**src/design/assert_macros.svh**
```systemverilog
// ---------------------------------------------------------------------------
// Assertion macros
// Concurrent assertion wrappers, clocked on clk_i and gated by rst_ni.
// ---------------------------------------------------------------------------
`ifndef ASSERT_MACROS_SVH
`define ASSERT_MACROS_SVH

`ifndef SYNTHESIS

// Property must hold at every clock edge outside reset
`define RDC_ASSERT(label, prop, msg) \
  label: assert property (@(posedge clk_i) disable iff (!rst_ni) (prop)) else $error(msg);

// Expression must never be true outside reset
`define RDC_ASSERT_NEVER(label, expr, msg) \
  label: assert property (@(posedge clk_i) disable iff (!rst_ni) !(expr)) else $error(msg);

`else

`define RDC_ASSERT(label, prop, msg)
`define RDC_ASSERT_NEVER(label, expr, msg)

`endif

`endif

```
**src/design/rdc_pkg.sv**
```systemverilog
`timescale 1ns / 1ps
// ---------------------------------------------------------------------------
// rdc_pkg
// Shared types, constants and helpers for the radix digit converter.
// ---------------------------------------------------------------------------
package rdc_pkg;

  localparam int unsigned VALUE_WIDTH_DEF = 31;
  localparam int unsigned MAX_DIGITS_DEF  = 32;

  localparam int unsigned RADIX_WIDTH = 5;
  localparam int unsigned DIGIT_WIDTH = 4;
  localparam int unsigned CHAR_WIDTH  = 7;

  localparam logic [RADIX_WIDTH-1:0] RADIX_MIN = 5'd2;
  localparam logic [RADIX_WIDTH-1:0] RADIX_MAX = 5'd16;

  localparam logic [CHAR_WIDTH-1:0]  CHAR_ZERO     = 7'd48;  // '0'
  localparam logic [CHAR_WIDTH-1:0]  ALPHA_OFFSET  = 7'd55;  // 'A' - 10
  localparam logic [DIGIT_WIDTH-1:0] DECIMAL_LIMIT = 4'd10;

  typedef enum logic [1:0] {
    ST_IDLE,
    ST_DIV,
    ST_READ,
    ST_EMIT
  } rdc_state_e;

  // Control from the sequencer to the serial divider
  typedef struct packed {
    logic load;   // take a fresh value and radix, start a pass
    logic again;  // start another pass on the held quotient
  } rdc_div_ctl_t;

  // Status from the serial divider
  typedef struct packed {
    logic                   done;     // one-cycle pulse, pass finished
    logic [DIGIT_WIDTH-1:0] digit;    // remainder of the pass
    logic                   quot_nz;  // quotient of the pass is non-zero
  } rdc_div_sts_t;

  function automatic logic [RADIX_WIDTH-1:0] clamp_radix(
    input logic [RADIX_WIDTH-1:0] r
  );
    logic [RADIX_WIDTH-1:0] res;
    if (r < RADIX_MIN) begin
      res = RADIX_MIN;
    end else if (r > RADIX_MAX) begin
      res = RADIX_MAX;
    end else begin
      res = r;
    end
    return res;
  endfunction

  function automatic logic [CHAR_WIDTH-1:0] ascii_of(
    input logic [DIGIT_WIDTH-1:0] d
  );
    logic [CHAR_WIDTH-1:0] res;
    if (d < DECIMAL_LIMIT) begin
      res = CHAR_WIDTH'(d) + CHAR_ZERO;
    end else begin
      res = CHAR_WIDTH'(d) + ALPHA_OFFSET;
    end
    return res;
  endfunction

endpackage

```
**src/design/rdc_divider.sv**
```systemverilog
`timescale 1ns / 1ps
// ---------------------------------------------------------------------------
// rdc_divider
// Bit-serial restoring divider: one quotient bit per cycle, quotient shifts
// back into the dividend register, narrow remainder.
// ---------------------------------------------------------------------------
`include "assert_macros.svh"

module rdc_divider #(
  parameter int unsigned VALUE_WIDTH = rdc_pkg::VALUE_WIDTH_DEF
) (
  input  logic                                  clk_i,
  input  logic                                  rst_ni,
  input  rdc_pkg::rdc_div_ctl_t                 ctl_i,
  input  logic [VALUE_WIDTH-1:0]                value_i,
  input  logic [rdc_pkg::RADIX_WIDTH-1:0]       radix_i,
  output rdc_pkg::rdc_div_sts_t                 sts_o
);

  localparam int unsigned CW = $clog2(VALUE_WIDTH);

  logic                                 active_q, active_d;
  logic                                 done_q, done_d;
  logic [CW-1:0]                        cnt_q, cnt_d;
  logic [VALUE_WIDTH-1:0]               quot_q, quot_d;
  logic [rdc_pkg::DIGIT_WIDTH-1:0]      rem_q, rem_d;
  logic [rdc_pkg::RADIX_WIDTH-1:0]      rad_q, rad_d;
  logic                                 nz_q, nz_d;

  logic [rdc_pkg::RADIX_WIDTH-1:0]      trial;
  logic                                 ge;

  // Trial subtract of the shifted remainder
  assign trial = {rem_q, quot_q[VALUE_WIDTH-1]};
  assign ge    = (trial >= rad_q);

  always_comb begin
    active_d = active_q;
    done_d   = 1'b0;
    cnt_d    = cnt_q;
    quot_d   = quot_q;
    rem_d    = rem_q;
    rad_d    = rad_q;
    nz_d     = nz_q;
    if (ctl_i.load || ctl_i.again) begin
      active_d = 1'b1;
      cnt_d    = CW'(VALUE_WIDTH - 1);
      rem_d    = '0;
      nz_d     = 1'b0;
      if (ctl_i.load) begin
        quot_d = value_i;
        rad_d  = radix_i;
      end
    end else if (active_q) begin
      quot_d = {quot_q[VALUE_WIDTH-2:0], ge};
      rem_d  = ge ? rdc_pkg::DIGIT_WIDTH'(trial - rad_q)
                  : trial[rdc_pkg::DIGIT_WIDTH-1:0];
      nz_d   = nz_q | ge;
      cnt_d  = cnt_q - CW'(1);
      if (cnt_q == '0) begin
        active_d = 1'b0;
        done_d   = 1'b1;
      end
    end
  end

  always_ff @(posedge clk_i or negedge rst_ni) begin
    if (!rst_ni) begin
      active_q <= 1'b0;
      done_q   <= 1'b0;
      cnt_q    <= '0;
      quot_q   <= '0;
      rad_q    <= rdc_pkg::RADIX_MIN;
    end else begin
      active_q <= active_d;
      done_q   <= done_d;
      cnt_q    <= cnt_d;
      quot_q   <= quot_d;
      rad_q    <= rad_d;
    end
  end

  always_ff @(posedge clk_i) begin
    rem_q <= rem_d;
    nz_q  <= nz_d;
  end

  assign sts_o.done    = done_q;
  assign sts_o.digit   = rem_q;
  assign sts_o.quot_nz = nz_q;

  // Assertions
  `RDC_ASSERT(a_start_idle, (ctl_i.load || ctl_i.again) |-> !active_q, "pass started while busy")
  `RDC_ASSERT(a_done_after_last, done_q |-> ($past(active_q) && $past(cnt_q) == '0), "done without final step")
  `RDC_ASSERT(a_rem_bound, (active_q || done_q) |-> ({1'b0, rem_q} < rad_q), "remainder not below radix")

endmodule

```
**src/design/radix_digit_converter.sv**
```systemverilog
`timescale 1ns / 1ps
// ---------------------------------------------------------------------------
// radix_digit_converter
// Converts a non-negative integer to its digits in radix 2..16, emitted most
// significant first as value, ASCII character and a last-digit flag.
// ---------------------------------------------------------------------------
// Usage:
//   Input channel (in_valid_i / in_stall_o) takes one beat: value and radix.
//   A radix below 2 is taken as 2, above 16 as 16.
//   Output channel (out_valid_o / out_stall_i) gives one beat per digit,
//   most significant first; last_digit_o marks the least significant one.
//   Zero gives the single digit '0'.
// Timing:
//   Each digit costs one bit-serial division pass (one quotient bit per
//   cycle through the shared divider). Emission reads the digit store at
//   one address per beat.
//   Only one item is in work at a time; in_stall_o is high until the last
//   digit has moved into the output register, so the next item is taken
//   while that beat still waits.
// Reset: asynchronous, active low; clears the sequencer and output valid.
//   The digit store is not cleared: every entry read was written first.
// Stalls: the output register holds its beat while out_stall_i is high;
//   emission pauses, the divider work is already complete.
// ---------------------------------------------------------------------------
`include "assert_macros.svh"

module radix_digit_converter #(
  parameter int unsigned VALUE_WIDTH = rdc_pkg::VALUE_WIDTH_DEF,
  parameter int unsigned MAX_DIGITS  = rdc_pkg::MAX_DIGITS_DEF
) (
  input  logic                               clk_i,
  input  logic                               rst_ni,
  // input channel
  input  logic                               in_valid_i,
  output logic                               in_stall_o,
  input  logic [VALUE_WIDTH-1:0]             value_i,
  input  logic [rdc_pkg::RADIX_WIDTH-1:0]    radix_i,
  // output channel
  output logic                               out_valid_o,
  input  logic                               out_stall_i,
  output logic [rdc_pkg::DIGIT_WIDTH-1:0]    digit_value_o,
  output logic [rdc_pkg::CHAR_WIDTH-1:0]     digit_char_o,
  output logic                               last_digit_o
);

  localparam int unsigned AW = $clog2(MAX_DIGITS);      // store address
  localparam int unsigned NW = $clog2(MAX_DIGITS + 1);  // digit count

  rdc_pkg::rdc_state_e state_q, state_d;

  logic [NW-1:0] count_q, count_d;   // digits stored so far
  logic [NW-1:0] count_inc;
  logic [AW-1:0] idx_q, idx_d;       // emission index, counts down

  rdc_pkg::rdc_div_ctl_t div_ctl;
  rdc_pkg::rdc_div_sts_t div_sts;

  logic in_beat;
  logic more_digits;
  logic out_free;
  logic out_load;
  logic st_write;
  logic st_read;

  // Digit store
  logic [rdc_pkg::DIGIT_WIDTH-1:0] store_mem [MAX_DIGITS];
  logic [rdc_pkg::DIGIT_WIDTH-1:0] rd_data_q;

  // Output register
  logic                            out_valid_q, out_valid_d;
  logic [rdc_pkg::DIGIT_WIDTH-1:0] out_value_q;
  logic [rdc_pkg::CHAR_WIDTH-1:0]  out_char_q;
  logic                            out_last_q;

  assign in_beat     = in_valid_i && !in_stall_o;
  assign count_inc   = count_q + NW'(1);
  // Another pass needed if the quotient is non-zero and the store has room
  assign more_digits = div_sts.quot_nz && (count_inc < NW'(MAX_DIGITS));
  assign out_free    = !out_valid_q || !out_stall_i;

  rdc_divider #(
    .VALUE_WIDTH (VALUE_WIDTH)
  ) u_divider (
    .clk_i   (clk_i),
    .rst_ni  (rst_ni),
    .ctl_i   (div_ctl),
    .value_i (value_i),
    .radix_i (rdc_pkg::clamp_radix(radix_i)),
    .sts_o   (div_sts)
  );

  // Next state
  always_comb begin
    state_d = state_q;
    case (state_q)
      rdc_pkg::ST_IDLE: begin
        if (in_valid_i) begin
          state_d = rdc_pkg::ST_DIV;
        end
      end
      rdc_pkg::ST_DIV: begin
        if (div_sts.done && !more_digits) begin
          state_d = rdc_pkg::ST_READ;
        end
      end
      rdc_pkg::ST_READ: begin
        state_d = rdc_pkg::ST_EMIT;
      end
      rdc_pkg::ST_EMIT: begin
        if (out_free) begin
          state_d = (idx_q == '0) ? rdc_pkg::ST_IDLE : rdc_pkg::ST_READ;
        end
      end
      default: begin
        state_d = rdc_pkg::ST_IDLE;
      end
    endcase
  end

  // Outputs of the sequencer
  always_comb begin
    in_stall_o    = 1'b1;
    div_ctl.load  = 1'b0;
    div_ctl.again = 1'b0;
    st_write      = 1'b0;
    st_read       = 1'b0;
    out_load      = 1'b0;
    count_d       = count_q;
    idx_d         = idx_q;
    case (state_q)
      rdc_pkg::ST_IDLE: begin
        in_stall_o   = 1'b0;
        div_ctl.load = in_valid_i;
        if (in_valid_i) begin
          count_d = '0;
        end
      end
      rdc_pkg::ST_DIV: begin
        if (div_sts.done) begin
          st_write      = 1'b1;
          count_d       = count_inc;
          div_ctl.again = more_digits;
          // most significant digit sits at the highest written address
          idx_d         = count_q[AW-1:0];
        end
      end
      rdc_pkg::ST_READ: begin
        st_read = 1'b1;
      end
      rdc_pkg::ST_EMIT: begin
        out_load = out_free;
        if (out_free && idx_q != '0) begin
          idx_d = idx_q - AW'(1);
        end
      end
      default: begin
        in_stall_o = 1'b1;
      end
    endcase
  end

  always_ff @(posedge clk_i or negedge rst_ni) begin
    if (!rst_ni) begin
      state_q <= rdc_pkg::ST_IDLE;
      count_q <= '0;
      idx_q   <= '0;
    end else begin
      state_q <= state_d;
      count_q <= count_d;
      idx_q   <= idx_d;
    end
  end

  // Store: one write port, one registered read port
  always_ff @(posedge clk_i) begin
    if (st_write) begin
      store_mem[count_q[AW-1:0]] <= div_sts.digit;
    end
    if (st_read) begin
      rd_data_q <= store_mem[idx_q];
    end
  end

  // Output register, parts the sequencer from the receiver
  always_comb begin
    if (out_load) begin
      out_valid_d = 1'b1;
    end else if (!out_stall_i) begin
      out_valid_d = 1'b0;
    end else begin
      out_valid_d = out_valid_q;
    end
  end

  always_ff @(posedge clk_i or negedge rst_ni) begin
    if (!rst_ni) begin
      out_valid_q <= 1'b0;
    end else begin
      out_valid_q <= out_valid_d;
    end
  end

  always_ff @(posedge clk_i) begin
    if (out_load) begin
      out_value_q <= rd_data_q;
      out_char_q  <= rdc_pkg::ascii_of(rd_data_q);
      out_last_q  <= (idx_q == '0);
    end
  end

  assign out_valid_o   = out_valid_q;
  assign digit_value_o = out_value_q;
  assign digit_char_o  = out_char_q;
  assign last_digit_o  = out_last_q;

  // Assertions
  `RDC_ASSERT(a_done_in_div, div_sts.done |-> (state_q == rdc_pkg::ST_DIV), "divider done outside division")
  `RDC_ASSERT(a_count_bound, count_q <= NW'(MAX_DIGITS), "digit count beyond store depth")
  `RDC_ASSERT(a_last_quiet, (out_valid_o && !out_stall_i && last_digit_o) |=> !out_valid_o, "beat after last digit")
  `RDC_ASSERT(a_accept_idle, in_beat |=> (state_q == rdc_pkg::ST_DIV), "accepted item not in division")

endmodule
```
**config.mk**
```make
export PLATFORM = sky130hd
export DESIGN_NAME = radix_digit_converter
export DESIGN_NICKNAME = d
export VERILOG_FILES = /design/src/design/rdc_pkg.sv /design/src/design/rdc_divider.sv /design/src/design/radix_digit_converter.sv
export VERILOG_INCLUDE_DIRS = /design/src /design/src/design
export SDC_FILE = /design/constraint.sdc
export NUM_CORES = 1
export LEC_CHECK = 0
export BUFFER_PORTS_ARGS = -buffer_cell sky130_fd_sc_hd__buf_2
export CORE_ASPECT_RATIO = 0.9
export CORE_MARGIN = 4
export CORE_UTILIZATION = 30
export DETAILED_ROUTE_END_ITERATION = 8
export PLACE_DENSITY = 0.44
export SLEW_MARGIN = 10
export SYNTH_ARGS = -nofsm -noshare
export SYNTH_HDL_FRONTEND = slang
export SYNTH_HIERARCHICAL = 1
export SYNTH_SLANG_ARGS = --single-unit
```
**constraint.sdc**
```tcl
create_clock -name clk_i -period 2.16 [get_ports clk_i]
set_input_delay 0.108 -clock clk_i [delete_from_list [all_inputs] [get_ports clk_i]]
set_output_delay 0.108 -clock clk_i [all_outputs]
set_load 0.02 [all_outputs]
```
==> flow_metrics.env <==
export IMPL_outcome="finished with violations"
export IMPL_violations="setup timing"
export IMPL_yosysSeqAreaShare=0.664
export IMPL_n_antenna_cell=0
export IMPL_finalHoldViolations=0
export IMPL_critical_path_required_ps=2420
export IMPL_maxSlewHeadroom=0.582
export IMPL_dieArea_sq_um=32200
export IMPL_antenna_found_initial=0
export IMPL_synthTopCellsByArea="edfxtp_1, dfrtp_1, mux4_2"
export IMPL_drcViolationCount=0
export IMPL_io_pins=54
export IMPL_cts_made_buffers=24
export IMPL_p_sw_w=0.00392
export IMPL_track_usage=0.126
export IMPL_vias=5293
export IMPL_max_freq_mhz=458
export IMPL_netlist_top_cells_count="edfxtp_1, nor2_1, dfrtp_1"
export IMPL_synth_area_per_cell_sq_um=14.8
export IMPL_pwr_share_comb=0.287
export IMPL_syn_inst=594
export IMPL_grt_overflow=0
export IMPL_ff_latch_area_sq_um=5850
export IMPL_grt_setup_unrepaired="true"
export IMPL_row_count=59
export IMPL_synth_top_area_cell="edfxtp_1"
export IMPL_synth_edff_count=144
export IMPL_synth_most_common_cell="edfxtp_1"
export IMPL_cts_max_level=1
export IMPL_min_path_type="input pin to register"
export IMPL_die_w_microns=189
export IMPL_pre_cts_ws_ps=-11.4
export IMPL_chipHeight_microns=171
export IMPL_maxSlewViolCount=0
export IMPL_finClkSkew_ps=15.4
export IMPL_viasPerCell=4.74
export IMPL_p_leak_nw=4.14
export IMPL_io_buffers=53
export IMPL_worstPathArrival_ps=2440
export IMPL_syn_nets=647
export IMPL_start_util=0.305
export IMPL_cts_root_buffer_cell="clkbuf_16"
export IMPL_syn_to_final_growth_pct=24.3
export IMPL_r2r_setup_slack_ps=-20
export IMPL_routed_wl_mm=20.8
export IMPL_rr_endpoint="rd_data_q[1]$_DFFE_PP_"
export IMPL_fin_nets=760
export IMPL_yosys_register_bits=206
export IMPL_gp_congestion=0.834
export IMPL_tritoncts="done"
export IMPL_cts_sinks=206
export IMPL_cts_path_max_buffers=3
export IMPL_internal_power_w=0.00965
export IMPL_max_cap_viol_count=0
export IMPL_cp_max_fo=15
export IMPL_wire_per_inst_microns=18.6
export IMPL_multi_input_area_sq_um=2730
export IMPL_min_period_ps=2180
export IMPL_reg2reg_depth=4
export IMPL_yosysTopAreaCellShare=0.491
export IMPL_worstMarginPinSlew_ps=627
export IMPL_clkPwrFrac=0.313
export IMPL_period_share=1.01
export IMPL_grt_max_degree=61
export IMPL_antenna_left=0
export IMPL_drt_first_iter_violations=459
export IMPL_ys_flop_type="edfxtp_1"
export IMPL_syn_area_sq_um=8810
export IMPL_power_density_nw_per_um2=1240
export IMPL_synth_cell_types=51
export IMPL_drt_first_pass_iters=4
export IMPL_worst_setup_path_start_kind="register"
export IMPL_drive_above_1_share=0.239
export IMPL_hpwlAfterDp_mm=13.8
export IMPL_r2r_start="idx_q[1]$_DFFE_PN0P_"
export IMPL_yosys_warnings=6
export IMPL_irDropWorstVdd_mv=0.563
export IMPL_pwr_share_seq=0.400
export IMPL_core_sq_um=28900
export IMPL_grt_pass1_vias=5358
export IMPL_whs_path_depth=3
export IMPL_setup_viol_count_final=4
export IMPL_clk_latency_ps=510
export IMPL_whs_endpoint="u_divider/rad_q[0]$_DFFE_PN0P_"
export IMPL_hold_start="radix_i[0]"
export IMPL_async_flop_share=0.277
export IMPL_critical_path_class="register to register"
export IMPL_worst_slack_ps=-24.3
export IMPL_path_clk_slew_ps=60
export IMPL_p_sw_frac=0.289
export IMPL_setup_tns_ps=-61.2
export IMPL_fill_cells=2765
export IMPL_grt_pass1_wl_mm=31.9
export IMPL_crit_path_end_kind="register"
## routing by layer
metal,global-route usage,part of all wire,vias to the layer above
met3,0.0196,0.049,23
met2,0.197,0.46,136
met5,0,0,-
met4,0.0295,0.018,0
li1,-,-,2434
met1,0.187,0.48,2700
## sequential cells by signal, summed over array words and instances (netlist names), 5 cells and up
name	flops
store_mem	128
u_divider/rad_q	5
u_divider/quot_q	31
u_divider/cnt_q	5
count_q	6
digit_char_o	7
idx_q	5
## per-stage QoR
stage	hold slack [ps]	total power (W)	util	cell area (sq um)	cells
2_1_floorplan	-188	0.00815	-	8820	594
3_3_place_gp	147	0.00906	0.334	9660	1035
3_5_place_dp	163	0.00921	0.334	9660	1035
4_1_cts	123	0.0136	0.376	10900	1114
5_1_grt	136	0.0143	0.379	11000	1117
6_report	141	0.0136	0.379	11000	1117
## final cells by class
type | instances | area share
Multi-Input combinational cell | 335 | 0.249
Tap cell | 396 | 0.0452
Timing Repair Buffer | 122 | 0.0904
Sequential cell | 206 | 0.534
Clock buffer | 29 | 0.0585
Clock inverter | 11 | 0.0168
Inverter | 18 | 0.00617
## cells by family (layout without fill, tap and decap cells)
kind of cell,Yosys count,after routing,synth area share
fa+ha+maj,13,13,0.0193
mux,78,78,0.146
flops,206,206,0.664
simple gates,155,155,0.0804
xor+xnor,10,10,0.00994
compound gates,79,79,0.0507
buf+inv,53,180,0.0297
## power groups by stage
stage | clock network (W) | logic [W] | registers, W
after floorplan | 0 | 0.00261 | 0.00554
after detailed placement | 0 | 0.00372 | 0.00549
after CTS | 0.00436 | 0.00379 | 0.00542
final | 0.00424 | 0.00390 | 0.00543
after global placement | 0 | 0.00358 | 0.00547
after global routing | 0.00453 | 0.00430 | 0.00549
## critical path: stages, from the launching register on
cell and delay, ps:
dfrtp_2 460, buf_12 190, mux4_2 530, mux4_2 490, mux2_4 270
## cells in the final DEF, fill, tap and decap left out, types with 4 or more instances in the layout
master and n:
dfrtp_1 55, nand3b_1 7, nor3_1 6, edfxtp_1 144, bufinv_16 5, dfxtp_1 5
buf_4 22, buf_2 53, clkbuf_16 27, mux4_2 40, xnor2_1 6, clkbuf_1 4
dlygate4sd3_1 39, a21oi_1 42, ha_1 12, nand2_1 31, mux2i_1 33, xor2_1 4
nor2_1 81, o21ai_0 21, inv_1 18, buf_12 6
## timing repair
item                                   in CTS  in global routing
setup endpoints to repair                   2                 38
endpoints found under the hold margin      60                  0
cloned                                      0                  2
resized for setup                           0                  6
hold buffers                               39                  0
pin swaps                                   0                  1
setup buffers                               0                  1
## worst max-delay path by stage
stage	start	to	slack [ps]	depth (start not counted)
2_1_floorplan	count_q[4]$_DFFE_PN0P_	u_divider/quot_q[10]$_DFFE_PN0P_	20	9
3_3_place_gp	idx_q[1]$_DFFE_PN0P_	rd_data_q[3]$_DFFE_PP_	10	4
3_5_place_dp	idx_q[1]$_DFFE_PN0P_	rd_data_q[2]$_DFFE_PP_	-10	4
4_1_cts	idx_q[1]$_DFFE_PN0P_	rd_data_q[2]$_DFFE_PP_	-30	4
5_1_grt	idx_q[1]$_DFFE_PN0P_	rd_data_q[0]$_DFFE_PP_	-50	4
6_report	idx_q[1]$_DFFE_PN0P_	rd_data_q[1]$_DFFE_PP_	-20	4
Power figures use the tool's default switching activity.
